`config.mk`:
```
export PLATFORM = sky130hd
export DESIGN_NAME = meter_sample_averager_decimator
export DESIGN_NICKNAME = d
export VERILOG_FILES = /design/src/sv/msad_pkg.sv /design/src/sv/msad_div.sv /design/src/sv/meter_sample_averager_decimator.sv
export SDC_FILE = /design/constraint.sdc
export NUM_CORES = 2
export LEC_CHECK = 0
export ABC_AREA = 1
export BUFFER_PORTS_ARGS = -buffer_cell sky130_fd_sc_hd__buf_4
export CAP_MARGIN = 15
export CORE_MARGIN = 3
export CORE_UTILIZATION = 45
export CTS_CLUSTER_SIZE = 16
export DETAILED_ROUTE_END_ITERATION = 12
export GPL_TIMING_DRIVEN = 0
export MAX_ROUTING_LAYER = met4
export PLACE_DENSITY = 0.73
export SYNTH_ARGS = -nofsm -noshare
export SYNTH_HDL_FRONTEND = slang
export SYNTH_SLANG_ARGS = --single-unit
```
`constraint.sdc`:
```
create_clock -name clk -period 10.4 [get_ports clk]
set_input_delay 0.52 -clock clk [delete_from_list [all_inputs] [get_ports clk]]
set_output_delay 0.52 -clock clk [all_outputs]
set_load 0.05 [all_outputs]
```
`src/sv/msad_pkg.sv`:
```
// Shared types and constants of the meter sample averager and decimator.
`default_nettype none

package msad_pkg;

	// Fixed field widths.
	localparam int SAMPLE_W    = 40;
	localparam int VALUE_W     = 32;
	localparam int HOLD_W      = 4;
	localparam int CFG_INDEX_W = 2;
	localparam int CFG_DATA_W  = 32;

	// Operation codes carried in the op field.
	localparam logic OP_SAMPLE = 1'b0;
	localparam logic OP_TICK   = 1'b1;

	// Configuration register indexes.
	localparam logic [CFG_INDEX_W-1:0] REG_VALUE_MIN  = 2'd0;
	localparam logic [CFG_INDEX_W-1:0] REG_VALUE_MAX  = 2'd1;
	localparam logic [CFG_INDEX_W-1:0] REG_HOLD_LIMIT = 2'd2;

	// Reset values of the configuration registers.
	localparam logic signed [VALUE_W-1:0] VALUE_MIN_RESET  = -32'sd2147483647;
	localparam logic signed [VALUE_W-1:0] VALUE_MAX_RESET  = 32'sd2147483647;
	localparam logic [HOLD_W-1:0]         HOLD_LIMIT_RESET = 4'd4;

	// Tick sequencer states.
	typedef enum logic [2:0] {
		ST_IDLE,
		ST_LDIV,
		ST_LSGN,
		ST_LCLMP,
		ST_ACC,
		ST_HCHK,
		ST_HDIV,
		ST_DONE
	} state_t;

endpackage

`default_nettype wire

```
`src/sv/msad_div.sv`:
```
// Bit-serial restoring divider: one quotient bit per clock cycle.
`default_nettype none

module msad_div #(
	parameter int DIVIDEND_W = 56,
	parameter int DIVISOR_W  = 24
) (
	input  wire logic                  clk,
	input  wire logic                  arst_n,
	input  wire logic                  start,
	input  wire logic [DIVIDEND_W-1:0] dividend,
	input  wire logic [DIVISOR_W-1:0]  divisor,
	output logic                       done,
	output logic [DIVIDEND_W-1:0]      quot,
	output logic [DIVISOR_W-1:0]       rem
);

	localparam int CNT_W = $clog2(DIVIDEND_W + 1);

	logic                  busy_q;
	logic                  done_q;
	logic [CNT_W-1:0]      cnt_q;
	logic [DIVIDEND_W-1:0] quot_q;
	logic [DIVISOR_W-1:0]  rem_q;
	logic [DIVISOR_W-1:0]  divisor_q;

	logic [DIVISOR_W:0]    partial;
	logic [DIVISOR_W+1:0]  diff;
	logic                  ge;

	// The dividend shifts out of the top of quot_q while quotient bits enter at the bottom.
	assign partial = {rem_q, quot_q[DIVIDEND_W-1]};
	assign diff    = {1'b0, partial} - {2'b00, divisor_q};
	assign ge      = ~diff[DIVISOR_W+1];

	always_ff @(posedge clk or negedge arst_n) begin
		if (!arst_n) begin
			busy_q <= 1'b0;
			done_q <= 1'b0;
			cnt_q  <= '0;
		end else begin
			done_q <= 1'b0;
			if (start) begin
				busy_q <= 1'b1;
				cnt_q  <= CNT_W'(DIVIDEND_W);
			end else if (busy_q) begin
				cnt_q <= cnt_q - CNT_W'(1);
				if (cnt_q == CNT_W'(1)) begin
					busy_q <= 1'b0;
					done_q <= 1'b1;
				end
			end
		end
	end

	always_ff @(posedge clk) begin
		if (start) begin
			quot_q    <= dividend;
			rem_q     <= '0;
			divisor_q <= divisor;
		end else if (busy_q) begin
			quot_q <= {quot_q[DIVIDEND_W-2:0], ge};
			rem_q  <= ge ? diff[DIVISOR_W-1:0] : partial[DIVISOR_W-1:0];
		end
	end

	assign done = done_q;
	assign quot = quot_q;
	assign rem  = rem_q;

	// A new division is only started once the previous one has finished.
	a_start_idle: assert property (@(posedge clk) disable iff (!arst_n)
		start |-> !busy_q)
		else $error("divider started while busy");

	// The result is flagged in the cycle after the last busy cycle, once busy has dropped.
	a_done_after_busy: assert property (@(posedge clk) disable iff (!arst_n)
		done_q |-> ($past(busy_q) && !busy_q))
		else $error("divider done without a preceding run");

	// A finished remainder is always below the divisor.
	a_rem_below: assert property (@(posedge clk) disable iff (!arst_n)
		done_q |-> (rem_q < divisor_q))
		else $error("divider remainder not below divisor");

endmodule

`default_nettype wire

```
`src/sv/meter_sample_averager_decimator.sv`:
```
// Top level of the meter sample averager and decimator.
`default_nettype none

// The block keeps a running sum and count of meter readings (signed fixed point with
// FRAC_BITS fraction bits) and turns them into one result beat per tick. A sample beat
// is accepted while the sequencer is idle and gives no result; readings flagged as
// not-a-number, and readings that arrive once the pending count is full, are dropped.
// A tick beat divides the pending sum by the pending count times 2^FRAC_BITS in a
// bit-serial divider, rounds half away from zero and clamps to [value_min, value_max]
// (value_max wins if the bounds cross). With no pending samples the last live value is
// repeated hold_limit times and then reported as invalid. Valid live values are summed
// per interval; a tick with close_interval set also divides that sum by its count,
// truncating toward zero, and restarts the interval. The same divider serves both
// divisions and produces one quotient bit per cycle, so it sets the rate: a tick with
// pending samples runs one division, and closing a non-empty interval runs one more.
// The input channel is ready only while no tick is in progress. The result sits in an
// output register, so the next beat can be taken while it waits downstream.
// Configuration writes are always accepted; an index beyond the register list is ignored.

module meter_sample_averager_decimator
	import msad_pkg::*;
#(
	parameter int FRAC_BITS  = 8,
	parameter int COUNT_BITS = 16
) (
	input  wire logic                       clk,
	input  wire logic                       arst_n,

	input  wire logic                       cfg_valid,
	output logic                            cfg_ready,
	input  wire logic [CFG_INDEX_W-1:0]     cfg_index,
	input  wire logic [CFG_DATA_W-1:0]      cfg_data,

	input  wire logic                       in_valid,
	output logic                            in_ready,
	input  wire logic                       op,
	input  wire logic signed [SAMPLE_W-1:0] sample_value,
	input  wire logic                       sample_is_nan,
	input  wire logic                       close_interval,

	output logic                            out_valid,
	input  wire logic                       out_ready,
	output logic signed [VALUE_W-1:0]       live_value,
	output logic                            live_valid,
	output logic                            history_updated,
	output logic signed [VALUE_W-1:0]       history_value,
	output logic                            history_valid
);

	localparam int SUM_W  = SAMPLE_W + COUNT_BITS;
	localparam int ISUM_W = VALUE_W + COUNT_BITS;
	localparam int DVW    = COUNT_BITS + FRAC_BITS;
	localparam logic [COUNT_BITS-1:0] COUNT_MAX = '1;

	// Configuration registers.
	logic signed [VALUE_W-1:0] value_min_q;
	logic signed [VALUE_W-1:0] value_max_q;
	logic [HOLD_W-1:0]         hold_limit_q;

	// Averaging state.
	logic [COUNT_BITS-1:0]     pending_count_q;
	logic signed [SUM_W-1:0]   pending_sum_q;
	logic signed [VALUE_W-1:0] held_value_q;
	logic [HOLD_W-1:0]         hold_remaining_q;
	logic signed [ISUM_W-1:0]  interval_sum_q;
	logic [COUNT_BITS-1:0]     interval_count_q;

	// Per-tick working registers.
	state_t                    state_q, state_d;
	logic                      close_q;
	logic signed [SUM_W:0]     wide_q;
	logic signed [VALUE_W-1:0] live_q;
	logic                      live_ok_q;
	logic signed [VALUE_W-1:0] hist_q;
	logic                      hist_ok_q;

	// Output register.
	logic                      out_valid_q;
	logic signed [VALUE_W-1:0] live_value_q;
	logic                      live_valid_q;
	logic                      history_updated_q;
	logic signed [VALUE_W-1:0] history_value_q;
	logic                      history_valid_q;

	// Control from the sequencer.
	logic in_accept;
	logic div_start;
	logic out_load;

	// Divider connection.
	logic             div_done;
	logic [SUM_W-1:0] div_dividend;
	logic [DVW-1:0]   div_divisor;
	logic [SUM_W-1:0] div_quot;
	logic [DVW-1:0]   div_rem;

	// Datapath helpers.
	logic [DVW-1:0]          live_divisor;
	logic [SUM_W-1:0]        pending_mag;
	logic [ISUM_W-1:0]       interval_mag;
	logic                    round_up;
	logic signed [SUM_W:0]   min_ext;
	logic signed [SUM_W:0]   max_ext;
	logic signed [SUM_W:0]   raised;
	logic signed [SUM_W:0]   clamped;
	logic [VALUE_W-1:0]      hist_mag;

	assign cfg_ready = 1'b1;
	assign in_accept = in_valid && in_ready;

	always_ff @(posedge clk or negedge arst_n) begin
		if (!arst_n) begin
			value_min_q  <= VALUE_MIN_RESET;
			value_max_q  <= VALUE_MAX_RESET;
			hold_limit_q <= HOLD_LIMIT_RESET;
		end else if (cfg_valid) begin
			case (cfg_index)
				REG_VALUE_MIN:  value_min_q  <= $signed(cfg_data);
				REG_VALUE_MAX:  value_max_q  <= $signed(cfg_data);
				REG_HOLD_LIMIT: hold_limit_q <= cfg_data[HOLD_W-1:0];
				default: ;
			endcase
		end
	end

	// Divider operands: magnitude of the pending sum over count * 2^FRAC_BITS for the live
	// value, magnitude of the interval sum over its count for the history value.
	assign live_divisor = DVW'(pending_count_q) << FRAC_BITS;
	assign pending_mag  = pending_sum_q[SUM_W-1] ? (SUM_W'(0) - SUM_W'(pending_sum_q))
	                                             : SUM_W'(pending_sum_q);
	assign interval_mag = interval_sum_q[ISUM_W-1] ? (ISUM_W'(0) - ISUM_W'(interval_sum_q))
	                                               : ISUM_W'(interval_sum_q);
	assign div_dividend = (state_q == ST_IDLE) ? pending_mag : SUM_W'(interval_mag);
	assign div_divisor  = (state_q == ST_IDLE) ? live_divisor : DVW'(interval_count_q);

	msad_div #(
		.DIVIDEND_W (SUM_W),
		.DIVISOR_W  (DVW)
	) u_div (
		.clk      (clk),
		.arst_n   (arst_n),
		.start    (div_start),
		.dividend (div_dividend),
		.divisor  (div_divisor),
		.done     (div_done),
		.quot     (div_quot),
		.rem      (div_rem)
	);

	// Half away from zero: round the magnitude up when twice the remainder reaches the divisor.
	assign round_up = {div_rem, 1'b0} >= {1'b0, live_divisor};

	// Raise to value_min first, then lower to value_max, so value_max wins on crossed bounds.
	assign min_ext = {{(SUM_W + 1 - VALUE_W){value_min_q[VALUE_W-1]}}, value_min_q};
	assign max_ext = {{(SUM_W + 1 - VALUE_W){value_max_q[VALUE_W-1]}}, value_max_q};
	assign raised  = (wide_q < min_ext) ? min_ext : wide_q;
	assign clamped = (raised > max_ext) ? max_ext : raised;

	assign hist_mag = div_quot[VALUE_W-1:0];

	always_ff @(posedge clk or negedge arst_n) begin
		if (!arst_n) begin
			state_q <= ST_IDLE;
		end else begin
			state_q <= state_d;
		end
	end

	always_comb begin
		state_d   = state_q;
		in_ready  = 1'b0;
		div_start = 1'b0;
		out_load  = 1'b0;
		case (state_q)
			ST_IDLE: begin
				in_ready = 1'b1;
				if (in_valid && op == OP_TICK) begin
					if (pending_count_q != '0) begin
						div_start = 1'b1;
						state_d   = ST_LDIV;
					end else begin
						state_d = ST_ACC;
					end
				end
			end
			ST_LDIV: begin
				if (div_done) begin
					state_d = ST_LSGN;
				end
			end
			ST_LSGN:  state_d = ST_LCLMP;
			ST_LCLMP: state_d = ST_ACC;
			ST_ACC:   state_d = close_q ? ST_HCHK : ST_DONE;
			ST_HCHK: begin
				if (interval_count_q != '0) begin
					div_start = 1'b1;
					state_d   = ST_HDIV;
				end else begin
					state_d = ST_DONE;
				end
			end
			ST_HDIV: begin
				if (div_done) begin
					state_d = ST_DONE;
				end
			end
			ST_DONE: begin
				if (!out_valid_q || out_ready) begin
					out_load = 1'b1;
					state_d  = ST_IDLE;
				end
			end
			default: state_d = ST_IDLE;
		endcase
	end

	// Averaging state is control state: it decides what later beats produce.
	always_ff @(posedge clk or negedge arst_n) begin
		if (!arst_n) begin
			pending_count_q  <= '0;
			pending_sum_q    <= '0;
			held_value_q     <= '0;
			hold_remaining_q <= '0;
			interval_sum_q   <= '0;
			interval_count_q <= '0;
		end else begin
			if (in_accept && op == OP_SAMPLE && !sample_is_nan
			    && pending_count_q != COUNT_MAX) begin
				pending_sum_q   <= pending_sum_q + SUM_W'(sample_value);
				pending_count_q <= pending_count_q + COUNT_BITS'(1);
			end
			if (in_accept && op == OP_TICK && pending_count_q == '0
			    && hold_remaining_q != '0) begin
				hold_remaining_q <= hold_remaining_q - HOLD_W'(1);
			end
			if (state_q == ST_LCLMP) begin
				held_value_q     <= VALUE_W'(clamped);
				hold_remaining_q <= hold_limit_q;
				pending_sum_q    <= '0;
				pending_count_q  <= '0;
			end
			if (state_q == ST_ACC && live_ok_q && interval_count_q != COUNT_MAX) begin
				interval_sum_q   <= interval_sum_q + ISUM_W'(live_q);
				interval_count_q <= interval_count_q + COUNT_BITS'(1);
			end
			if ((state_q == ST_HCHK && interval_count_q == '0)
			    || (state_q == ST_HDIV && div_done)) begin
				interval_sum_q   <= '0;
				interval_count_q <= '0;
			end
		end
	end

	// Per-tick working registers.
	always_ff @(posedge clk) begin
		if (in_accept && op == OP_TICK) begin
			close_q   <= close_interval;
			hist_q    <= '0;
			hist_ok_q <= 1'b0;
			if (pending_count_q == '0 && hold_remaining_q != '0) begin
				live_q    <= held_value_q;
				live_ok_q <= 1'b1;
			end else begin
				live_q    <= '0;
				live_ok_q <= 1'b0;
			end
		end
		if (state_q == ST_LDIV && div_done) begin
			wide_q <= $signed({1'b0, div_quot} + (SUM_W + 1)'(round_up));
		end
		if (state_q == ST_LSGN && pending_sum_q[SUM_W-1]) begin
			wide_q <= -wide_q;
		end
		if (state_q == ST_LCLMP) begin
			live_q    <= VALUE_W'(clamped);
			live_ok_q <= 1'b1;
		end
		if (state_q == ST_HDIV && div_done) begin
			hist_q    <= interval_sum_q[ISUM_W-1] ? $signed(VALUE_W'(0) - hist_mag)
			                                      : $signed(hist_mag);
			hist_ok_q <= 1'b1;
		end
	end

	// Output register: loaded when a tick finishes, emptied when the beat is taken.
	always_ff @(posedge clk or negedge arst_n) begin
		if (!arst_n) begin
			out_valid_q <= 1'b0;
		end else if (out_load) begin
			out_valid_q <= 1'b1;
		end else if (out_ready) begin
			out_valid_q <= 1'b0;
		end
	end

	always_ff @(posedge clk) begin
		if (out_load) begin
			live_value_q      <= live_q;
			live_valid_q      <= live_ok_q;
			history_updated_q <= close_q;
			history_value_q   <= hist_q;
			history_valid_q   <= hist_ok_q;
		end
	end

	assign out_valid       = out_valid_q;
	assign live_value      = live_value_q;
	assign live_valid      = live_valid_q;
	assign history_updated = history_updated_q;
	assign history_value   = history_value_q;
	assign history_valid   = history_valid_q;

	// A finished tick always fills an empty output register.
	a_done_fills: assert property (@(posedge clk) disable iff (!arst_n)
		(state_q == ST_DONE && !out_valid_q) |=> out_valid_q)
		else $error("finished tick did not fill the output register");

	// Once a tick result is handed over, no pending samples remain.
	a_pending_clear: assert property (@(posedge clk) disable iff (!arst_n)
		out_load |=> (pending_count_q == '0))
		else $error("pending samples survived a tick");

	// A valid history value only comes with a closed interval.
	a_hist_closed: assert property (@(posedge clk) disable iff (!arst_n)
		(out_valid_q && history_valid_q) |-> history_updated_q)
		else $error("history value without a closed interval");

	// An invalid live value reads as zero.
	a_live_null: assert property (@(posedge clk) disable iff (!arst_n)
		(out_valid_q && !live_valid_q) |-> (live_value_q == '0))
		else $error("invalid live value is not zero");

endmodule

`default_nettype wire
```
* Yosys cells after proc, flatten, opt, wreduce, memory -nomap -nowiden *
Index checks and enable logic that the tools add are counted.

word-level totals
  input bits = 82
  bits in registers = 547
  word-level logic and storage cells = 154
  output and inout port bits = 70

operators by class
  $lt $le $gt $ge = 3
  bitwise operators = 2
  equality and inequality tests = 16
  add/sub/neg operators = 12
  multiplexer cells = 53
  reduce and logical (&&, ||, !) cells = 38

operator list
  kind                     number
  $mux W56                 6
  $mux W32                 7
  $mux W57                 3
  $mux W48                 3
  $mux W16                 5
  $add A56 B1 Y57          1
  $gt A57 B32 Y1           1
  $lt A57 B32 Y1           1
  $neg A57 Y57             1
  $add A56 B40 Y56         1
  $sub A1 B56 Y56 const A  1
  $add A48 B32 Y48         1
  $sub A1 B48 Y48 const A  1
  $add A16 B1 Y16 const B  2
  $logic_not A16 Y1        2
  $ne A16 B16 Y1 const B   2
  $reduce_bool A16 Y1      2
  $sub A1 B32 Y32 const A  1
  $sub A25 B24 Y26         1
  $ge A25 B24 Y1           1
  $mux W24                 1
  $pmux W3 S8              1
  $mux W1                  16
  $reduce_bool A2 Y1       8
  24 further kinds         55

* Longest topological paths before layout *
  depth after elaboration = 8
  mapped depth = 35
  depth with buffers taken out = 33

* Hierarchy *
Synthesis repeated with hierarchy kept, for this count alone.

second synthesis, totals
  cells, all modules = 6093
  area total of the unflattened synthesis = 42670.9 µm²

by module, submodules not included
  module                           cells an instance  area each (µm²)  sequential area each (µm²)  times used
  meter_sample_averager_decimator  5217               35957.0          11863.9                     1
  msad_div                         876                6713.9           3083.0                      1

* Least setup slack after synthesis *
OpenSTA, ideal clock, no wires.

  kind = register to register
  start point = reg state_q[0]
  end point = reg wide_q[10] (enable)
  arrival time = 4.645 ns
  setup slack = 5.208 ns
  cell stages (with the launch flop) = 5
  library setup time = 0.547 ns
  data required time = 9.853 ns
  cells stage by stage = dfrtp_1 inv_1 nor3_1 inv_1 o21ai_0

between the ends
  cells in the longest elaborated chain, start to end = 3
  elaborated cells between the ends (all ways) = 5

ends and longest elaborated chain
  element                                              line                                                                            source
  start: declaration                                   meter_sample_averager_decimator.sv:69                                           state_t state_q, state_d;
  start signal: assignment                             meter_sample_averager_decimator.sv:165                                          state_q <= state_d;
  $eq A3 B1 Y1 / $eq A3 B2 Y1 (equally long branches)  meter_sample_averager_decimator.sv:268, meter_sample_averager_decimator.sv:271
  $logic_and A1 B1 Y1 (on tied branches)               meter_sample_averager_decimator.sv:268, meter_sample_averager_decimator.sv:271
  $reduce_bool A2 Y1 (no source line) (*)              --
  end signal: assignment                               meter_sample_averager_decimator.sv:269                                          wide_q <= $signed({1'b0, div_quot} + (SUM_W + 1)'(round_up));
  end signal: assignment                               meter_sample_averager_decimator.sv:272                                          wide_q <= -wide_q;
  end: declaration                                     meter_sample_averager_decimator.sv:71                                           logic signed [SUM_W:0] wide_q;

Every way passes the cells marked *; elsewhere a longest branch is shown, timed or not.
A chain may end at the register's enable or synchronous reset.

* Final worst setup path *
  start point = reg value_min_q[31]
  end point = reg live_q[17] (data pin)

between the ends
  cells in the longest elaborated chain, start to end = 5

ends and longest elaborated chain
  element                   line                                    source
  start: declaration        meter_sample_averager_decimator.sv:56   logic signed [VALUE_W-1:0] value_min_q;
  start signal: assignment  meter_sample_averager_decimator.sv:118  REG_VALUE_MIN: value_min_q <= $signed(cfg_data);
  $lt A57 B32 Y1            meter_sample_averager_decimator.sv:156  assign raised = (wide_q < min_ext) ? min_ext : wide_q;
  $mux W57 (*)              meter_sample_averager_decimator.sv:156
  $gt A57 B32 Y1            meter_sample_averager_decimator.sv:157  assign clamped = (raised > max_ext) ? max_ext : raised;
  $mux W32 (*)              meter_sample_averager_decimator.sv:157
  $mux W32 (*)              meter_sample_averager_decimator.sv:274  if (state_q == ST_LCLMP) begin
  end signal: assignment    meter_sample_averager_decimator.sv:261  live_q <= held_value_q;
  end signal: assignment    meter_sample_averager_decimator.sv:275  live_q <= VALUE_W'(clamped);
  end: declaration          meter_sample_averager_decimator.sv:72   logic signed [VALUE_W-1:0] live_q;

Marked as above.

==> impl_metrics.env <==
export IMPL_path_clk_slew_ns=0.06
export IMPL_grt_usage=0.333
export IMPL_wirelength_met1_microns=66800
export IMPL_reg2reg_to="live_q[17]$_DFFE_PP_"
export IMPL_synthDistinctLibCells=64
export IMPL_min_delay_path_depth=1
export IMPL_p_total_w=0.00561
export IMPL_drive_above_1_share=0.0670
export IMPL_dp_final_hpwl_microns=130000
export IMPL_cap_viol_max_count=0
export IMPL_firstDrtPassIters=6
export IMPL_synth_fp_nets=6254
export IMPL_global_route_wire_length_before_repair_microns=236000
export IMPL_timing_worst_slew_pin_value_ns=1.15
export IMPL_rsz0062_at_grt="false"
export IMPL_tritoncts_clock_tree="done"
export IMPL_startpoint_type="register"
export IMPL_chipHeight_microns=310
export IMPL_setup_total_negative_slack_ns=0
export IMPL_dr_first_iter_drc_count=4529
export IMPL_placementRows=110
export IMPL_critical_path_slowest_cell="ha_1"
export IMPL_cts_sink_count=547
export IMPL_timing_critical_path_mode_cell="nand2_1"
export IMPL_post_route_period_util=0.573
export IMPL_syn2layout_area_growth_pct=12.2
export IMPL_ff2ff_path_depth=28
export IMPL_fp_dieArea_sq_mm=0.0961
export IMPL_initial_antenna_violation_count=3
export IMPL_post_drt_via_cell_ratio=5.77
export IMPL_layout_cells_most_common="nand2_1"
export IMPL_critical_path_n_buffers_inverters=6
export IMPL_hold_path_class="input pin to register"
export IMPL_status="finished, final reports clean"
export IMPL_path_class="register to register"
export IMPL_worst_ep_required_time_ns=10.77
export IMPL_worstPathMaxFanout=28
export IMPL_place_worst_setup_slack_ns=4.52
export IMPL_finalClockSkew_ns=0.0661
export IMPL_top_level_ports=152
export IMPL_pwr_density_cell_mw_per_mm2=120
export IMPL_detail_route_wl_per_cell_microns=21.7
export IMPL_maxSlewHeadroom=0.232
export IMPL_via_count=42500
export IMPL_postSynthAreaPerCell_sq_um=7.05
export IMPL_number_of_synthesized_flops_with_an_enable_pin=269
export IMPL_fin_hold_ws_ns=0.0954
export IMPL_remaining_drc_errors=0
export IMPL_finalWorstSetupSlack_ns=4.44
export IMPL_first_global_vias=39200
export IMPL_slew_viol_final=0
export IMPL_rrSetupSlack_ns=4.44
export IMPL_top_signal_layer_used="met4"
export IMPL_fin_nets=6480
export IMPL_drt_antenna_net_count=0
export IMPL_synth_sequential_area_ratio=0.360
export IMPL_fp_coreArea_sq_mm=0.0908
export IMPL_clock_tree_htree_level_count=3
export IMPL_cts_root_to_sink_buffers=3
export IMPL_holdCritStartpoint="close_interval"
export IMPL_route_met2_wl_microns=72500
export IMPL_power_leakage_nw=21.5
export IMPL_crit_arrival_ns=6.33
export IMPL_max_freq_mhz=168
export IMPL_crit_path_max_delay_family="simple AND/OR/NAND/NOR gates"
export IMPL_worstSkewPairLatency_ns=0.67
export IMPL_instance_area_at_placement_sq_mm=0.0444
export IMPL_ys_seq_elements=547
export IMPL_critPathCaptureType="register"
export IMPL_layout_cells_most_common_list="nand2_1 (1477), inv_1 (742), nor2_1 (661), o21ai_0 (506), nand3_1 (393)"
export IMPL_die_width_microns=310
export IMPL_cpPeakStageDelay_ns=0.58
export IMPL_fraction_of_synthesis_flops_using_an_asynchronous_set_or_reset_pin=0.461
export IMPL_postRouteWirelength_microns=160000
export IMPL_setup_violations=0
export IMPL_syn_area_sq_mm=0.0416
export IMPL_hold_violations=0
export IMPL_detailed_routed_wire_length_on_met3_microns=12500
export IMPL_min_period_ns=5.96
export IMPL_grt_max_degree=108
export IMPL_yosys_most_used_dff="edfxtp_1"
export IMPL_postCtsSetupRepairBufs=0
export IMPL_port_buffers=150
export IMPL_r2r_start="value_min_q[31]$_DFFE_PN1P_"
export IMPL_max_vdd_ir_drop_mv=0.109
export IMPL_globalplace_congestion=1.04
export IMPL_clock_root_buffer="clkbuf_16"
export IMPL_numCtsBuffers=66
export IMPL_start_util=0.458
export IMPL_yosys_warnings=0
export IMPL_post_synth_inst_count=5901
export IMPL_stdcell_area_sq_mm=0.0467
export IMPL_min_delay_worst_endpoint="close_q$_DFFE_PP_"
export IMPL_grt_overflow_total=0
-- power by group --
part           switching (W)  internal, W
clock                0.00104      0.00137
sequential         0.0000368      0.00231
combinational       0.000546     0.000303
total                0.00162      0.00398
-- area by class of cell --
cell class                      instances  area (sq um)
Clock buffer                           96          1890
Clock inverter                         25           374
Timing Repair Buffer                  158          1310
Multi-Input combinational cell       4444         23100
Buffer                                156           677
Antenna cell                            2          5.00
Sequential cell                       547         14900
Fill cell                            8990         44200
Tap cell                             1176          1470
Inverter                              754          2830
-- layer usage --
layer	up-vias	track usage
met2	1911	0.526
met4	0	0.139
met3	387	0.0460
met1	19900	0.432
li1	20300	-
met5	-	-
-- cells by family after synthesis --
family / synth area share
AO/OA/AOI/OAI: 0.146
adder cells (fa/ha/maj): 0.0821
flip-flops: 0.360
other: 0.0000902
XOR/XNOR: 0.0291
AND/OR/NAND/NOR: 0.299
buffers and inverters: 0.0843
-- worst max path at each step --
stage                                 endpoint  cells after the start  slack, ns                        start
final                     live_q[17]$_DFFE_PP_                     28       4.44  value_min_q[31]$_DFFE_PN1P_
after global routing      live_q[11]$_DFFE_PP_                     28       4.09  value_min_q[31]$_DFFE_PN1P_
after CTS                 live_q[11]$_DFFE_PP_                     28       4.48  value_min_q[31]$_DFFE_PN1P_
after detailed placement  live_q[18]$_DFFE_PP_                     28       4.52  value_min_q[31]$_DFFE_PN1P_
after global placement    wide_q[11]$_DFFE_PP_                      4       3.46       state_q[0]$_DFFE_PN0P_
after floorplan           wide_q[10]$_DFFE_PP_                      4       5.21       state_q[0]$_DFFE_PN0P_
-- per-stage QoR --
step / instances / util
after floorplan: 5901 / -
final: 7358 / 0.514
after detailed placement: 7234 / 0.489
after CTS: 7356 / 0.514
after global placement: 7227 / 0.486
after global routing: 7358 / 0.514
-- timing repair --
item | in CTS | in global routing
endpoints found under the hold margin | 30 | 0
hold buffers | 1 | 0
resized for setup | 0 | 0
-- worst register-to-register path, delay by kind of cell, from the launching register on --
kind,cells,cell delay [ns]
simple gates,19,3.06
buf+inv,6,0.99
fa+ha+maj,2,0.87
flops,1,0.56
compound gates,1,0.17
-- registers in the layout, summed over array words and instances (netlist names), 48 cells and up --
register        cells
interval_sum_q     48
pending_sum_q      56
u_div.quot         56
wide_q             57
-- Yosys cell counts, types with 16 or more instances --
cell,instances,area [sq um]
a21o_1,30,225
a21oi_1,355,1780
a31oi_1,51,319
buf_2,37,185
clkbuf_1,93,349
dfrtp_1,218,5460
dfstp_2,34,893
dfxtp_1,26,521
edfxtp_1,269,8080
ha_1,268,3350
inv_1,742,2790
nand2_1,1477,5540
nand3_1,393,1970
nand4_1,132,826
nor2_1,663,2490
nor3_1,133,666
nor4_1,40,250
o211ai_1,16,120
o21a_1,16,120
o21ai_0,507,2540
o21ai_1,18,90.1
o21bai_1,21,158
o22ai_1,59,369
xnor2_1,45,394
xor2_1,93,815
No activity file was read; power rests on OpenSTA's default activity.
